File: src/design/cprs_pkg.sv
package cprs_pkg;

  localparam int unsigned QUEUE_DEPTH_DEF = 16;

  localparam int unsigned ID_W       = 16;
  localparam int unsigned OP_W       = 2;
  localparam int unsigned LEVEL_W    = 5;
  localparam int unsigned GEN_LIM_W  = 4;
  localparam int unsigned ESC_W      = 8;
  localparam int unsigned CFG_IDX_W  = 1;
  localparam int unsigned CFG_DATA_W = 8;

  localparam logic [GEN_LIM_W-1:0] GEN_LIMIT_RST  = GEN_LIM_W'(1);
  localparam logic [ESC_W-1:0]     ESC_COUNT_RST  = ESC_W'(8);
  localparam logic [ESC_W-1:0]     ESC_SAT_MAX    = '1;

  localparam logic [CFG_IDX_W-1:0] CFG_GENERATION_LIMIT = CFG_IDX_W'(0);
  localparam logic [CFG_IDX_W-1:0] CFG_ESCAPE_COUNT     = CFG_IDX_W'(1);

  typedef enum logic [OP_W-1:0] {
    OP_ENQ_TAIL = 2'd0,
    OP_ENQ_HEAD = 2'd1,
    OP_SELECT   = 2'd2,
    OP_COMPLETE = 2'd3
  } op_e;

  typedef struct packed {
    logic            interactive;
    logic            kind;
    logic [ID_W-1:0] id;
  } entry_t;

  typedef struct packed {
    logic start;
    logic step_scan;
    logic step_move;
    logic pick;
    logic commit;
  } cmd_t;

  typedef struct packed {
    logic in_select;
    logic in_shift;
    logic walk_done;
    logic pick_any;
    logic out_free;
  } status_t;

endpackage

File: src/design/cprs_req_if.sv
interface cprs_req_if import cprs_pkg::*; ();
  logic            valid;
  logic            ready;
  logic [OP_W-1:0] op;
  logic            kind;
  logic            interactive;
  logic [ID_W-1:0] id;

  modport source (output valid, op, kind, interactive, id, input ready);
  modport sink (input valid, op, kind, interactive, id, output ready);
endinterface

File: src/design/cprs_rsp_if.sv
interface cprs_rsp_if import cprs_pkg::*; ();
  logic               valid;
  logic               ready;
  logic               granted;
  logic [ID_W-1:0]    granted_id;
  logic               granted_kind;
  logic               granted_interactive;
  logic               accepted;
  logic [LEVEL_W-1:0] queue_level;
  logic [GEN_LIM_W-1:0] active_generations;

  modport source (
    output valid, granted, granted_id, granted_kind, granted_interactive, accepted,
           queue_level, active_generations,
    input  ready
  );
  modport sink (
    input  valid, granted, granted_id, granted_kind, granted_interactive, accepted,
           queue_level, active_generations,
    output ready
  );
endinterface

File: src/design/cprs_ctrl.sv
module cprs_ctrl import cprs_pkg::*; (
  input  logic    clk_i,
  input  logic    rst_ni,
  input  logic    req_valid_i,
  output logic    req_ready_o,
  input  status_t status_i,
  output cmd_t    cmd_o
);

  typedef enum logic [4:0] {
    ST_IDLE   = 5'b00001,
    ST_SCAN   = 5'b00010,
    ST_PICK   = 5'b00100,
    ST_MOVE   = 5'b01000,
    ST_FINISH = 5'b10000
  } state_e;

  state_e state_q, state_d;

  always_comb begin
    state_d     = state_q;
    cmd_o       = '0;
    req_ready_o = 1'b0;
    unique case (state_q)
      ST_IDLE: begin
        req_ready_o = 1'b1;
        if (req_valid_i) begin
          cmd_o.start = 1'b1;
          if (status_i.in_select) begin
            state_d = ST_SCAN;
          end else if (status_i.in_shift) begin
            state_d = ST_MOVE;
          end else begin
            state_d = ST_FINISH;
          end
        end
      end
      ST_SCAN: begin
        cmd_o.step_scan = 1'b1;
        if (status_i.walk_done) begin
          state_d = ST_PICK;
        end
      end
      ST_PICK: begin
        cmd_o.pick = 1'b1;
        state_d    = status_i.pick_any ? ST_MOVE : ST_FINISH;
      end
      ST_MOVE: begin
        cmd_o.step_move = 1'b1;
        if (status_i.walk_done) begin
          state_d = ST_FINISH;
        end
      end
      ST_FINISH: begin
        if (status_i.out_free) begin
          cmd_o.commit = 1'b1;
          state_d      = ST_IDLE;
        end
      end
      default: state_d = ST_IDLE;
    endcase
  end

  always_ff @(posedge clk_i or negedge rst_ni) begin
    if (!rst_ni) begin
      state_q <= ST_IDLE;
    end else begin
      state_q <= state_d;
    end
  end

endmodule

File: src/design/cprs_datapath.sv
module cprs_datapath import cprs_pkg::*; #(
  parameter int unsigned QUEUE_DEPTH = QUEUE_DEPTH_DEF
) (
  input  logic                  clk_i,
  input  logic                  rst_ni,
  input  logic                  cfg_we_i,
  input  logic [CFG_IDX_W-1:0]  cfg_index_i,
  input  logic [CFG_DATA_W-1:0] cfg_data_i,
  input  logic [OP_W-1:0]       req_op_i,
  input  logic                  req_kind_i,
  input  logic                  req_interactive_i,
  input  logic [ID_W-1:0]       req_id_i,
  input  cmd_t                  cmd_i,
  output status_t               status_o,
  input  logic                  rsp_ready_i,
  output logic                  rsp_valid_o,
  output logic                  rsp_granted_o,
  output logic [ID_W-1:0]       rsp_granted_id_o,
  output logic                  rsp_granted_kind_o,
  output logic                  rsp_granted_interactive_o,
  output logic                  rsp_accepted_o,
  output logic [LEVEL_W-1:0]    rsp_queue_level_o,
  output logic [GEN_LIM_W-1:0]  rsp_active_generations_o
);

  localparam int unsigned IDX_W = (QUEUE_DEPTH > 1) ? $clog2(QUEUE_DEPTH) : 1;
  localparam int unsigned CNT_W = $clog2(QUEUE_DEPTH + 1);
  localparam logic [CNT_W-1:0] DEPTH_CNT = CNT_W'(QUEUE_DEPTH);

  entry_t mem_q [QUEUE_DEPTH];

  logic [GEN_LIM_W-1:0] glim_q;
  logic [ESC_W-1:0]     esc_q;
  logic [CNT_W-1:0]     count_q, count_d;
  logic [ESC_W-1:0]     gsr_q, gsr_d;
  logic [GEN_LIM_W-1:0] act_q, act_d;

  op_e             op_q;
  logic            kind_q;
  entry_t          item_q;

  logic [CNT_W-1:0] ptr_q, ptr_d;
  logic             dir_up_q, dir_up_d;
  logic             rd_vld_q, rd_vld_d;
  logic [IDX_W-1:0] rd_pos_q, rd_pos_d;
  entry_t           rd_data_q;
  logic             rd_en;
  logic [IDX_W-1:0] rd_addr;
  logic             wr_en;
  logic [IDX_W-1:0] wr_addr;
  entry_t           wr_data;

  logic             has_gen_q, has_rem_q, has_irem_q;
  logic [IDX_W-1:0] p_gen_q, p_rem_q, p_irem_q;
  entry_t           e_gen_q, e_rem_q, e_irem_q;

  logic             pick_q;
  entry_t           res_entry_q;

  logic             sel_irem, sel_rem, sel_gen, pick_any;
  logic [IDX_W-1:0] sel_pos;
  entry_t           sel_entry;

  logic             full;
  logic             enq_ok;

  logic                 out_valid_q;
  logic                 out_granted_q;
  entry_t               out_entry_q;
  logic                 out_accepted_q;
  logic [LEVEL_W-1:0]   out_level_q;
  logic [GEN_LIM_W-1:0] out_act_q;

  assign full = (count_q == DEPTH_CNT);

  always_comb begin
    sel_irem = has_irem_q && (!has_gen_q || (gsr_q < esc_q));
    sel_rem  = !sel_irem && has_rem_q && (!has_gen_q || (gsr_q >= esc_q));
    sel_gen  = !sel_irem && !sel_rem && has_gen_q && (act_q < glim_q);
    pick_any = sel_irem || sel_rem || sel_gen;
    priority if (sel_irem) begin
      sel_pos   = p_irem_q;
      sel_entry = e_irem_q;
    end else if (sel_rem) begin
      sel_pos   = p_rem_q;
      sel_entry = e_rem_q;
    end else if (sel_gen) begin
      sel_pos   = p_gen_q;
      sel_entry = e_gen_q;
    end else begin
      sel_pos   = '0;
      sel_entry = '0;
    end
  end

  always_comb begin
    status_o.in_select = (op_e'(req_op_i) == OP_SELECT);
    status_o.in_shift  = (op_e'(req_op_i) == OP_ENQ_HEAD) && (count_q != '0) && !full;
    status_o.walk_done = (dir_up_q ? (ptr_q == '0) : (ptr_q >= count_q)) && !rd_vld_q;
    status_o.pick_any  = pick_any;
    status_o.out_free  = !out_valid_q || rsp_ready_i;
  end

  // The same read pipeline walks forward for a scan or a gap close and
  // backward to open the head slot.
  always_comb begin
    ptr_d    = ptr_q;
    dir_up_d = dir_up_q;
    rd_vld_d = 1'b0;
    rd_pos_d = rd_pos_q;
    rd_en    = 1'b0;
    rd_addr  = '0;
    if (cmd_i.start) begin
      if (op_e'(req_op_i) == OP_ENQ_HEAD) begin
        ptr_d    = count_q;
        dir_up_d = 1'b1;
      end else begin
        ptr_d    = '0;
        dir_up_d = 1'b0;
      end
    end else if (cmd_i.pick) begin
      ptr_d    = CNT_W'(sel_pos) + CNT_W'(1);
      dir_up_d = 1'b0;
    end else if (cmd_i.step_scan || cmd_i.step_move) begin
      if (dir_up_q) begin
        if (ptr_q != '0) begin
          rd_en    = 1'b1;
          rd_addr  = IDX_W'(ptr_q - CNT_W'(1));
          rd_pos_d = rd_addr;
          rd_vld_d = 1'b1;
          ptr_d    = ptr_q - CNT_W'(1);
        end
      end else if (ptr_q < count_q) begin
        rd_en    = 1'b1;
        rd_addr  = IDX_W'(ptr_q);
        rd_pos_d = rd_addr;
        rd_vld_d = 1'b1;
        ptr_d    = ptr_q + CNT_W'(1);
      end
    end
  end

  assign enq_ok = ((op_q == OP_ENQ_TAIL) || (op_q == OP_ENQ_HEAD)) && !full;

  always_comb begin
    wr_en   = 1'b0;
    wr_addr = '0;
    wr_data = rd_data_q;
    if (cmd_i.step_move && rd_vld_q) begin
      wr_en   = 1'b1;
      wr_addr = dir_up_q ? (rd_pos_q + IDX_W'(1)) : (rd_pos_q - IDX_W'(1));
    end else if (cmd_i.commit && enq_ok) begin
      wr_en   = 1'b1;
      wr_addr = (op_q == OP_ENQ_HEAD) ? '0 : IDX_W'(count_q);
      wr_data = item_q;
    end
  end

  always_comb begin
    count_d = count_q;
    gsr_d   = gsr_q;
    act_d   = act_q;
    if (cmd_i.pick) begin
      if (sel_irem || sel_rem) begin
        gsr_d = '0;
      end else if (sel_gen) begin
        if (gsr_q != ESC_SAT_MAX) begin
          gsr_d = gsr_q + ESC_W'(1);
        end
        act_d = act_q + GEN_LIM_W'(1);
      end
    end else if (cmd_i.commit) begin
      if (enq_ok) begin
        count_d = count_q + CNT_W'(1);
      end else if ((op_q == OP_SELECT) && pick_q) begin
        count_d = count_q - CNT_W'(1);
      end else if ((op_q == OP_COMPLETE) && !kind_q && (act_q != '0)) begin
        act_d = act_q - GEN_LIM_W'(1);
      end
    end
  end

  always_ff @(posedge clk_i) begin
    if (wr_en) begin
      mem_q[wr_addr] <= wr_data;
    end
    if (rd_en) begin
      rd_data_q <= mem_q[rd_addr];
    end
  end

  always_ff @(posedge clk_i or negedge rst_ni) begin
    if (!rst_ni) begin
      glim_q   <= GEN_LIMIT_RST;
      esc_q    <= ESC_COUNT_RST;
      count_q  <= '0;
      gsr_q    <= '0;
      act_q    <= '0;
      ptr_q    <= '0;
      dir_up_q <= 1'b0;
      rd_vld_q <= 1'b0;
    end else begin
      if (cfg_we_i) begin
        unique case (cfg_index_i)
          CFG_GENERATION_LIMIT: glim_q <= cfg_data_i[GEN_LIM_W-1:0];
          CFG_ESCAPE_COUNT:     esc_q  <= cfg_data_i[ESC_W-1:0];
          default: ;
        endcase
      end
      count_q  <= count_d;
      gsr_q    <= gsr_d;
      act_q    <= act_d;
      ptr_q    <= ptr_d;
      dir_up_q <= dir_up_d;
      rd_vld_q <= rd_vld_d;
    end
  end

  always_ff @(posedge clk_i) begin
    rd_pos_q <= rd_pos_d;
    if (cmd_i.start) begin
      op_q               <= op_e'(req_op_i);
      kind_q             <= req_kind_i;
      item_q.id          <= req_id_i;
      item_q.kind        <= req_kind_i;
      item_q.interactive <= req_interactive_i;
    end
  end

  always_ff @(posedge clk_i or negedge rst_ni) begin
    if (!rst_ni) begin
      has_gen_q  <= 1'b0;
      has_rem_q  <= 1'b0;
      has_irem_q <= 1'b0;
      pick_q     <= 1'b0;
    end else if (cmd_i.start) begin
      has_gen_q  <= 1'b0;
      has_rem_q  <= 1'b0;
      has_irem_q <= 1'b0;
      pick_q     <= 1'b0;
    end else if (cmd_i.pick) begin
      pick_q <= pick_any;
    end else if (cmd_i.step_scan && rd_vld_q) begin
      if (rd_data_q.kind) begin
        if (!has_rem_q) begin
          has_rem_q <= 1'b1;
        end
        if (rd_data_q.interactive && !has_irem_q) begin
          has_irem_q <= 1'b1;
        end
      end else if (!has_gen_q) begin
        has_gen_q <= 1'b1;
      end
    end
  end

  always_ff @(posedge clk_i) begin
    if (cmd_i.start) begin
      res_entry_q <= '0;
    end else if (cmd_i.pick) begin
      res_entry_q <= sel_entry;
    end
    if (cmd_i.step_scan && rd_vld_q) begin
      if (rd_data_q.kind) begin
        if (!has_rem_q) begin
          p_rem_q <= rd_pos_q;
          e_rem_q <= rd_data_q;
        end
        if (rd_data_q.interactive && !has_irem_q) begin
          p_irem_q <= rd_pos_q;
          e_irem_q <= rd_data_q;
        end
      end else if (!has_gen_q) begin
        p_gen_q <= rd_pos_q;
        e_gen_q <= rd_data_q;
      end
    end
  end

  always_ff @(posedge clk_i or negedge rst_ni) begin
    if (!rst_ni) begin
      out_valid_q <= 1'b0;
    end else if (cmd_i.commit) begin
      out_valid_q <= 1'b1;
    end else if (rsp_ready_i) begin
      out_valid_q <= 1'b0;
    end
  end

  always_ff @(posedge clk_i) begin
    if (cmd_i.commit) begin
      out_granted_q  <= pick_q;
      out_entry_q    <= res_entry_q;
      out_accepted_q <= enq_ok;
      out_level_q    <= LEVEL_W'(count_d);
      out_act_q      <= act_d;
    end
  end

  assign rsp_valid_o               = out_valid_q;
  assign rsp_granted_o             = out_granted_q;
  assign rsp_granted_id_o          = out_entry_q.id;
  assign rsp_granted_kind_o        = out_entry_q.kind;
  assign rsp_granted_interactive_o = out_entry_q.interactive;
  assign rsp_accepted_o            = out_accepted_q;
  assign rsp_queue_level_o         = out_level_q;
  assign rsp_active_generations_o  = out_act_q;

endmodule

File: src/design/class_priority_request_scheduler_core.sv
// Class-aware request scheduler over a queue memory of QUEUE_DEPTH entries
// with one read port and one write port. Every word on the request channel
// gives exactly one word on the response channel, and a new request word is
// taken once the previous one has been handed to the response register, even
// while that response still waits. A tail enqueue, a complete, or a head
// enqueue on an empty or full queue does not walk the queue memory; any other
// head enqueue walks it once to open the head slot. A select walks it once to
// find the first entry of each class and, when it grants an entry, once more
// to close the gap behind the grant. The queue memory is walked one entry per
// cycle. Each request waits to finish while an earlier response still holds
// the response register. Configuration writes take effect at once and must be
// issued only while no request is in flight.
module class_priority_request_scheduler_core import cprs_pkg::*; #(
  parameter int unsigned QUEUE_DEPTH = QUEUE_DEPTH_DEF
) (
  input  logic                  clk_i,
  input  logic                  rst_ni,
  input  logic                  cfg_we_i,
  input  logic [CFG_IDX_W-1:0]  cfg_index_i,
  input  logic [CFG_DATA_W-1:0] cfg_data_i,
  cprs_req_if.sink              req_i,
  cprs_rsp_if.source            rsp_o
);

  cmd_t    cmd;
  status_t status;
  logic    req_ready;

  cprs_ctrl u_ctrl (
    .clk_i       (clk_i),
    .rst_ni      (rst_ni),
    .req_valid_i (req_i.valid),
    .req_ready_o (req_ready),
    .status_i    (status),
    .cmd_o       (cmd)
  );

  cprs_datapath #(
    .QUEUE_DEPTH (QUEUE_DEPTH)
  ) u_datapath (
    .clk_i                     (clk_i),
    .rst_ni                    (rst_ni),
    .cfg_we_i                  (cfg_we_i),
    .cfg_index_i               (cfg_index_i),
    .cfg_data_i                (cfg_data_i),
    .req_op_i                  (req_i.op),
    .req_kind_i                (req_i.kind),
    .req_interactive_i         (req_i.interactive),
    .req_id_i                  (req_i.id),
    .cmd_i                     (cmd),
    .status_o                  (status),
    .rsp_ready_i               (rsp_o.ready),
    .rsp_valid_o               (rsp_o.valid),
    .rsp_granted_o             (rsp_o.granted),
    .rsp_granted_id_o          (rsp_o.granted_id),
    .rsp_granted_kind_o        (rsp_o.granted_kind),
    .rsp_granted_interactive_o (rsp_o.granted_interactive),
    .rsp_accepted_o            (rsp_o.accepted),
    .rsp_queue_level_o         (rsp_o.queue_level),
    .rsp_active_generations_o  (rsp_o.active_generations)
  );

  assign req_i.ready = req_ready;

endmodule

File: src/flat_wrapper.sv
// flat-port wrapper written by rule: the top's interface ports become plain ports
module class_priority_request_scheduler_core_flat import cprs_pkg::*;
#(
  parameter int unsigned QUEUE_DEPTH = QUEUE_DEPTH_DEF
)
  (clk_i, rst_ni, cfg_we_i, cfg_index_i, cfg_data_i, req_i_valid, req_i_op, req_i_kind, req_i_interactive, req_i_id, req_i_ready, rsp_o_valid, rsp_o_granted, rsp_o_granted_id, rsp_o_granted_kind, rsp_o_granted_interactive, rsp_o_accepted, rsp_o_queue_level, rsp_o_active_generations, rsp_o_ready);
  cprs_req_if req_i_i ();
  cprs_rsp_if rsp_o_i ();
  input  logic clk_i;
  input  logic rst_ni;
  input  logic cfg_we_i;
  input  logic [CFG_IDX_W-1:0] cfg_index_i;
  input  logic [CFG_DATA_W-1:0] cfg_data_i;
  input wire logic [$bits(req_i_i.valid)-1:0] req_i_valid;
  input wire logic [$bits(req_i_i.op)-1:0] req_i_op;
  input wire logic [$bits(req_i_i.kind)-1:0] req_i_kind;
  input wire logic [$bits(req_i_i.interactive)-1:0] req_i_interactive;
  input wire logic [$bits(req_i_i.id)-1:0] req_i_id;
  output wire logic [$bits(req_i_i.ready)-1:0] req_i_ready;
  output wire logic [$bits(rsp_o_i.valid)-1:0] rsp_o_valid;
  output wire logic [$bits(rsp_o_i.granted)-1:0] rsp_o_granted;
  output wire logic [$bits(rsp_o_i.granted_id)-1:0] rsp_o_granted_id;
  output wire logic [$bits(rsp_o_i.granted_kind)-1:0] rsp_o_granted_kind;
  output wire logic [$bits(rsp_o_i.granted_interactive)-1:0] rsp_o_granted_interactive;
  output wire logic [$bits(rsp_o_i.accepted)-1:0] rsp_o_accepted;
  output wire logic [$bits(rsp_o_i.queue_level)-1:0] rsp_o_queue_level;
  output wire logic [$bits(rsp_o_i.active_generations)-1:0] rsp_o_active_generations;
  input wire logic [$bits(rsp_o_i.ready)-1:0] rsp_o_ready;
  assign req_i_i.valid = req_i_valid;
  assign req_i_i.op = req_i_op;
  assign req_i_i.kind = req_i_kind;
  assign req_i_i.interactive = req_i_interactive;
  assign req_i_i.id = req_i_id;
  assign req_i_ready = req_i_i.ready;
  assign rsp_o_valid = rsp_o_i.valid;
  assign rsp_o_granted = rsp_o_i.granted;
  assign rsp_o_granted_id = rsp_o_i.granted_id;
  assign rsp_o_granted_kind = rsp_o_i.granted_kind;
  assign rsp_o_granted_interactive = rsp_o_i.granted_interactive;
  assign rsp_o_accepted = rsp_o_i.accepted;
  assign rsp_o_queue_level = rsp_o_i.queue_level;
  assign rsp_o_active_generations = rsp_o_i.active_generations;
  assign rsp_o_i.ready = rsp_o_ready;
  class_priority_request_scheduler_core #(.QUEUE_DEPTH(QUEUE_DEPTH)) u_core (.clk_i(clk_i), .rst_ni(rst_ni), .cfg_we_i(cfg_we_i), .cfg_index_i(cfg_index_i), .cfg_data_i(cfg_data_i), .req_i(req_i_i), .rsp_o(rsp_o_i));
endmodule
File: config.mk
export PLATFORM = sky130hd
export DESIGN_NAME = class_priority_request_scheduler_core_flat
export DESIGN_NICKNAME = d
export VERILOG_FILES = /design/src/design/cprs_pkg.sv /design/src/design/cprs_req_if.sv /design/src/design/cprs_rsp_if.sv /design/src/design/cprs_ctrl.sv /design/src/design/cprs_datapath.sv /design/src/design/class_priority_request_scheduler_core.sv /design/src/flat_wrapper.sv
export SDC_FILE = /design/constraint.sdc
export NUM_CORES = 1
export LEC_CHECK = 0
export ABC_AREA = 1
export BUFFER_PORTS_ARGS = -buffer_cell sky130_fd_sc_hd__buf_2
export CAP_MARGIN = 20
export CORE_MARGIN = 2
export CORE_UTILIZATION = 60
export DETAILED_ROUTE_END_ITERATION = 8
export PLACE_DENSITY = 0.83
export SYNTH_ARGS = -nofsm -noshare
export SYNTH_HDL_FRONTEND = slang
export SYNTH_SLANG_ARGS = --single-unit
File: constraint.sdc
create_clock -name clk_i -period 4.3 [get_ports clk_i]
set_input_delay 0.215 -clock clk_i [delete_from_list [all_inputs] [get_ports clk_i]]
set_output_delay 0.215 -clock clk_i [all_outputs]
set_load 0.01 [all_outputs]
==> impl_metrics.tcl, run 1 <==
set metrics [dict create \
    status "complete, no violations" \
    antenna_found_initial 0 \
    clkPwrFrac 0.334 \
    ys_ff_latch 486 \
    synth_fa_ha_area_frac 0.0194 \
    grt_pass1_wl_um 72500 \
    die-width_um 186 \
    maxSlewHeadroom 0.291 \
    synth-async-reset-ratio 0.0947 \
    gr-total-overflow 0 \
    post-synth-top-count-cell "edfxtp_1" \
    post_cts_buffers 0 \
    insertion_delay_ns 0.55 \
    dr.pass1.iters 6 \
    grt_max_degree 108 \
    numCtsBuffers 47 \
    tightest_slew_ns 1.06 \
    synth_edf_count 422 \
    crit_buf_inv 3 \
    syn_to_final_growth_pct 14.1 \
    grt_setup_unrepaired "no" \
    final_nets 1710 \
    ys_seq_area_frac 0.717 \
    syn_area_um2 19800 \
    startpoint_type "flop" \
    worstPathCellList "inv_1 > ha_1 > nand2_1 > inv_1 > o21bai_1 > nand2_1 > nor2_2 > nand3_1 > a21oi_4 > buf_4 > o21ai_0 > o211ai_1 > nand3_1 > nand2_1" \
    critPathCaptureType "flop" \
    dr.first_iter.drc_count 1547 \
    hold_viol 0 \
    synthesis.nets 1596 \
    clk_pin_slew_worst_paths_ns 0.07 \
    p_seq_frac 0.489 \
    critPathRequiredTime_ns 4.71 \
    cap_violations 0 \
    drv_slew 0 \
    die_y_um 186 \
    power_frac_comb 0.177 \
    p_per_area_nw_per_um2 524 \
    internal_power_w 0.00844 \
    ant_nets 0 \
    synth_xor_xnor_area_share 0.00620 \
    path_max_fanout 107 \
    ir_drop_mv 0.308 \
    wl_per_cell_um 22.3 \
    dp_hpwl_um 26900 \
    synth.largest_area_cell "edfxtp_1" \
    route.detailed.drc 0 \
    wirelength_um 47400 \
    p_sw_frac 0.287 \
    net-switching-power_w 0.00339 \
    drive_gt1_frac 0.169 \
    synthSimpleGateAreaFrac 0.115 \
    synth-compound-area-share 0.108 \
    synth_area_leaders "edfxtp_1, dfrtp_1, nand2_1" \
    insertedDiodeCount 0 \
    cp_slowest_cell "buf_4" \
    fin_crit_ns 3.53 \
    grt_pass1_vias 13400 \
    crit_top_cell "nand2_1" \
    postSynthCellCount 1532 \
    yosys-top-cells-count "edfxtp_1, nand2_1, o21ai_0, nor2_1, inv_1" \
    ios 65 \
    synthFlopType "edfxtp_1" \
    finClkSkew_ns 0.0244 \
    critPathKind "flop to flop" \
    synth_warnings 0 \
    setup_tns_ns 0 \
    cts_root_buf "clkbuf_16" \
    place.gp.congestion 0.925 \
    min_path_type "input port to async pin" \
    cts_resized 0 \
    yosys.area.top_type_share 0.641 \
    cts_num_sinks 486 \
    synth_top_family_by_area "simple AND/OR/NAND/NOR gates" \
    vias 13200 \
    crit_path_max_incr_delay_ns 0.82 \
    start_util 0.608 \
    clk_path_buf_depth 3 \
    core_um2 32500 \
    vias_per_cell 6.21 \
    timing.fmax_ghz 0.283 \
    dieArea_um2 34400 \
    synthMuxAreaShare 0 \
    io_buffers 64 \
    p_leak_nw 8.11 \
    fillerInstances 2009 \
    cts_tree "done" \
    row_count 66 \
    period_share 0.822 \
    cp_data_arrival_time_ns 3.94 \
    synth.distinct_cells 53 \
    holdWs_ns 0.0712 \
    grt.total_usage 0.279 \
    cp_top_family "buffers and inverters" \
    syn_area_per_cell_um2 12.9 \
    setup_viol 0 \
    cts_hold_buf 31 \
    htree_levels 2 \
]
==> cell type report <==
| cell class | instances | area [µm²] | share of cell area |
|---|---|---|---|
| clock buffer | 61 | 1280 | 0.0567 |
| timing repair buffer | 133 | 1000 | 0.0445 |
| sequential | 486 | 14200 | 0.629 |
| clock inverter | 22 | 194 | 0.00859 |
| tap | 442 | 553 | 0.0245 |
| multi-input combinational | 879 | 4980 | 0.220 |
| inverter | 99 | 374 | 0.0166 |
==> flip-flops by register name (all words and copies together) (netlist names), 16 cells and up <==
name / cells
u_core.u_datapath.res_entry_q: 18
u_core.u_datapath.e_rem_q: 17
u_core.u_datapath.rsp_granted_id_o: 16
u_core.u_datapath.e_irem_q: 17
u_core.u_datapath.e_gen_q: 17
u_core.u_datapath.mem_q: 288
u_core.u_datapath.item_q: 18
u_core.u_datapath.rd_data_q: 18
==> power by group through the flow <==
stage               clock network (W)  logic (W)  registers, W
floorplan                           0    0.00138       0.00580
global placement                    0    0.00190       0.00585
detailed placement                  0    0.00199       0.00586
CTS                           0.00398    0.00203       0.00577
global route                  0.00417    0.00229       0.00580
finish                        0.00395    0.00209       0.00578
==> metrics by stage <==
stage	area (µm²)	setup WS [ns]	total power, W	cells	utilization
6_report	22600	0.767	0.0118	2122	0.694
3_5_place_dp	20800	0.985	0.00785	2007	0.638
3_3_place_gp	20800	1.11	0.00775	2007	0.638
5_1_grt	22600	0.587	0.0123	2122	0.694
2_1_floorplan	19800	1.30	0.00718	1532	-
4_1_cts	22500	0.920	0.0118	2121	0.693
==> kinds of logic (layout without fill, tap and decap cells) <==
logic type	after synthesis	count (layout)
simple gates	503	503
fa+ha+maj	30	30
flops	486	486
compound gates	332	332
buf+inv	167	315
xor+xnor	14	14
==> cell usage in the layout (no fill, tap or decap), types with 5 or more instances in the layout <==
cell type and instances:
o21ai_1 9, dfrtp_1 43, dlygate4sd3_1 31, nand2_1 193, clkbuf_16 48, buf_4 31, nor2_1 109, a221oi_1 7
nor2_2 23, clkinv_1 9, ha_1 29, dfxtp_1 18, inv_2 5, o21ai_0 134, nand4_1 9, nand3_1 76
inv_1 91, clkinv_2 8, o211ai_1 65, xor2_1 11, o221ai_1 48, or2_2 74, buf_2 64, edfxtp_1 422
buf_12 7, nor3_1 8, a22o_1 11, a21oi_1 36, clkbuf_1 10
==> path summary, 6_finish.rpt <==
path                                             startpoint                                    end  slack, ns  cells past startpoint
setup / recovery               u_core.u_datapath.count_q[2]        u_core.u_datapath.rd_data_q[13]       0.77                     14
min in group clk_i                                 cfg_we_i            u_core.u_datapath.glim_q[0]       0.14                      4
setup reg to reg               u_core.u_datapath.count_q[2]        u_core.u_datapath.rd_data_q[13]       0.77                     14
hold / removal                                       rst_ni           u_core.u_datapath.count_q[3]       0.07                      2
hold reg to reg            u_core.u_datapath.res_entry_q[7]  u_core.u_datapath.rsp_granted_id_o[7]       0.43                      0
max in group asynchronous                            rst_ni            u_core.u_datapath.glim_q[0]       3.70                      3
==> routing by layer <==
layer | routed length [µm] | vias up | part of all wire | track usage
li1 | - | 5826 | - | -
met1 | 17200 | 6366 | 0.36 | 0.342
met2 | 23200 | 807 | 0.49 | 0.467
met3 | 4800 | 181 | 0.10 | 0.0603
met4 | 2170 | 0 | 0.046 | 0.146
met5 | 0 | - | 0 | 0
Note: power is estimated with default switching activity, not from simulation.
==> run 2: changes to the inputs <==
CORE_UTILIZATION = 56   (was 60)
PLACE_DENSITY = 0.82   (was 0.83)
clock period = 3.25 ns   (was 4.3 ns; I/O delays follow)
==> run 2 against run 1 <==
Compared with the run above: the run now ends with negative hold slack left; non-clock buffer count rose by 24; clock power rose by 37%; core utilization decreased by 3.2 points; wire length rose by 1.2%; via count rose by 1.2%; sequential power increased by 32%; sequential cell count is the same; hold slack lost 0.073 ns; critical path type unchanged; largest cell class unchanged.
==> impl_metrics.tcl, run 2 (synthesis gave the netlist of run 1 again) <==
set metrics [dict create \
    clk_path_buf_depth 3 \
    place.gp.congestion 0.863 \
    setup_viol 0 \
    largest_reg_flops 288 \
    cts_root_buf "clkbuf_16" \
    cts_tree "done" \
    ir_drop_mv 0.505 \
    grt_pass1_vias 13300 \
    violations "negative hold slack" \
    hold_viol 2 \
    dieArea_um2 36800 \
    p_per_area_nw_per_um2 697 \
    power_frac_comb 0.184 \
    tightest_slew_ns 1.03 \
    internal_power_w 0.0114 \
    p_seq_frac 0.477 \
    htree_levels 2 \
    core_um2 34600 \
    cts_num_sinks 486 \
    grt.total_usage 0.264 \
    path_max_fanout 56 \
    ant_nets 0 \
    critPathCaptureType "flop" \
    dr.first_iter.drc_count 1797 \
    antenna_found_initial 0 \
    critPathRequiredTime_ns 3.56 \
    insertion_delay_ns 0.56 \
    clkPwrFrac 0.339 \
    cap_violations 0 \
    row_count 68 \
    clk_pin_slew_worst_paths_ns 0.06 \
    final_common_cell "edfxtp_1" \
    wirelength_um 47900 \
    drive_gt1_frac 0.182 \
    p_leak_nw 8.27 \
    min_path_type "input port to async pin" \
    vias_per_cell 6.17 \
    grt_pass1_wl_um 73500 \
    dp_hpwl_um 28400 \
    gr-total-overflow 0 \
    dr.pass1.iters 6 \
    start_util 0.571 \
    period_share 0.941 \
    die_y_um 192 \
    grt_max_degree 73 \
    insertedDiodeCount 0 \
    fin_crit_ns 3.06 \
    cp_data_arrival_time_ns 3.37 \
    fin_util 0.662 \
    timing.fmax_ghz 0.327 \
    status "finished with violations" \
    vias 13300 \
    io_buffers 64 \
    final_nets 1734 \
    critPathKind "flop to flop" \
    die-width_um 192 \
    drv_slew 0 \
    numCtsBuffers 47 \
    post_cts_buffers 0 \
    route.detailed.drc 0 \
    holdWs_ns -0.00177 \
    largest-register "u_core.u_datapath.mem_q" \
    net-switching-power_w 0.00457 \
    setup_tns_ns 0 \
    wl_per_cell_um 22.2 \
    placed_cells 2044 \
    grt_setup_unrepaired "no" \
    maxSlewHeadroom 0.306 \
    syn_to_final_growth_pct 15.9 \
    final_cells 2162 \
    ios 65 \
    layout_common_cells "edfxtp_1, nand2_1, o21ai_0, nor2_1, inv_1" \
    p_sw_frac 0.287 \
    finClkSkew_ns 0.0163 \
    startpoint_type "flop" \
]
## run 2: final cells by class
cell class,count,area [µm²]
Fill cell,2247,11700
Tap cell,455,569
Clock inverter,24,260
Clock buffer,62,1260
Inverter,99,374
Sequential cell,486,14200
Timing Repair Buffer,157,1270
Multi-Input combinational cell,879,4990
## run 2: metrics by stage
stage	worst slack, ns	hold WS [ns]	instance area, µm²	power, W
2_1_floorplan	0.251	-0.133	19800	0.00949
3_3_place_gp	0.361	0.340	21000	0.0104
3_5_place_dp	0.290	0.341	21000	0.0105
4_1_cts	0.216	0.0496	22900	0.0159
5_1_grt	0.00697	0.00786	22900	0.0166
6_report	0.190	-0.00177	22900	0.0160
## run 2: worst paths after layout
check	start	end	slack, ns	cells after the start
setup / recovery	u_core.u_datapath.count_q[3]	u_core.u_datapath.rd_data_q[5]	0.19	16
hold / removal	rst_ni	u_core.u_datapath.count_q[4]	-0.002	2
setup reg to reg	u_core.u_datapath.count_q[3]	u_core.u_datapath.rd_data_q[5]	0.19	16
hold reg to reg	u_core.u_datapath.res_entry_q[17]	u_core.u_datapath.rsp_granted_interactive_o	0.43	0
max in group asynchronous	rst_ni	u_core.u_datapath.glim_q[0]	2.70	3
min in group clk_i	cfg_we_i	u_core.u_datapath.glim_q[2]	0.06	3
## run 2: timing repair
| action | CTS | global route |
|---|---|---|
| gates resized for setup | 0 | 5 |
| setup endpoints to repair | 0 | 35 |
| hold endpoints to repair | 79 | 0 |
| hold buffers | 31 | 0 |
## run 2: per-layer routing
metal  GRT usage  wire, µm  vias to the layer above
met5           0         0                        -
met1       0.339     17900                     6520
met3      0.0420      4370                      164
met2       0.443     23600                      785
met4       0.120      2000                        0
li1            -         -                     5873
## run 2: worst max-delay path, cell delays in order (launching register included)
cell and delay, ns:
dfrtp_1 0.41, inv_1 0.11, ha_1 0.30, nand2_1 0.11, o21bai_1 0.12, nand2_1 0.08, nor2_2 0.17, nand2_1 0.15
nand2_1 0.11, o21ai_2 0.09, nor2_4 0.16, inv_4 0.16, buf_12 0.24, o21ai_0 0.22, o221ai_1 0.13, nand3_1 0.17
nand2_1 0.07
## run 2: power by group through the flow
| stage | Clock, W | Combinational, W | Sequential (W) |
|---|---|---|---|
| 2_1_floorplan | 0 | 0.00182 | 0.00767 |
| 3_3_place_gp | 0 | 0.00272 | 0.00771 |
| 3_5_place_dp | 0 | 0.00281 | 0.00772 |
| 4_1_cts | 0.00545 | 0.00288 | 0.00760 |
| 5_1_grt | 0.00569 | 0.00322 | 0.00764 |
| 6_report | 0.00541 | 0.00294 | 0.00761 |
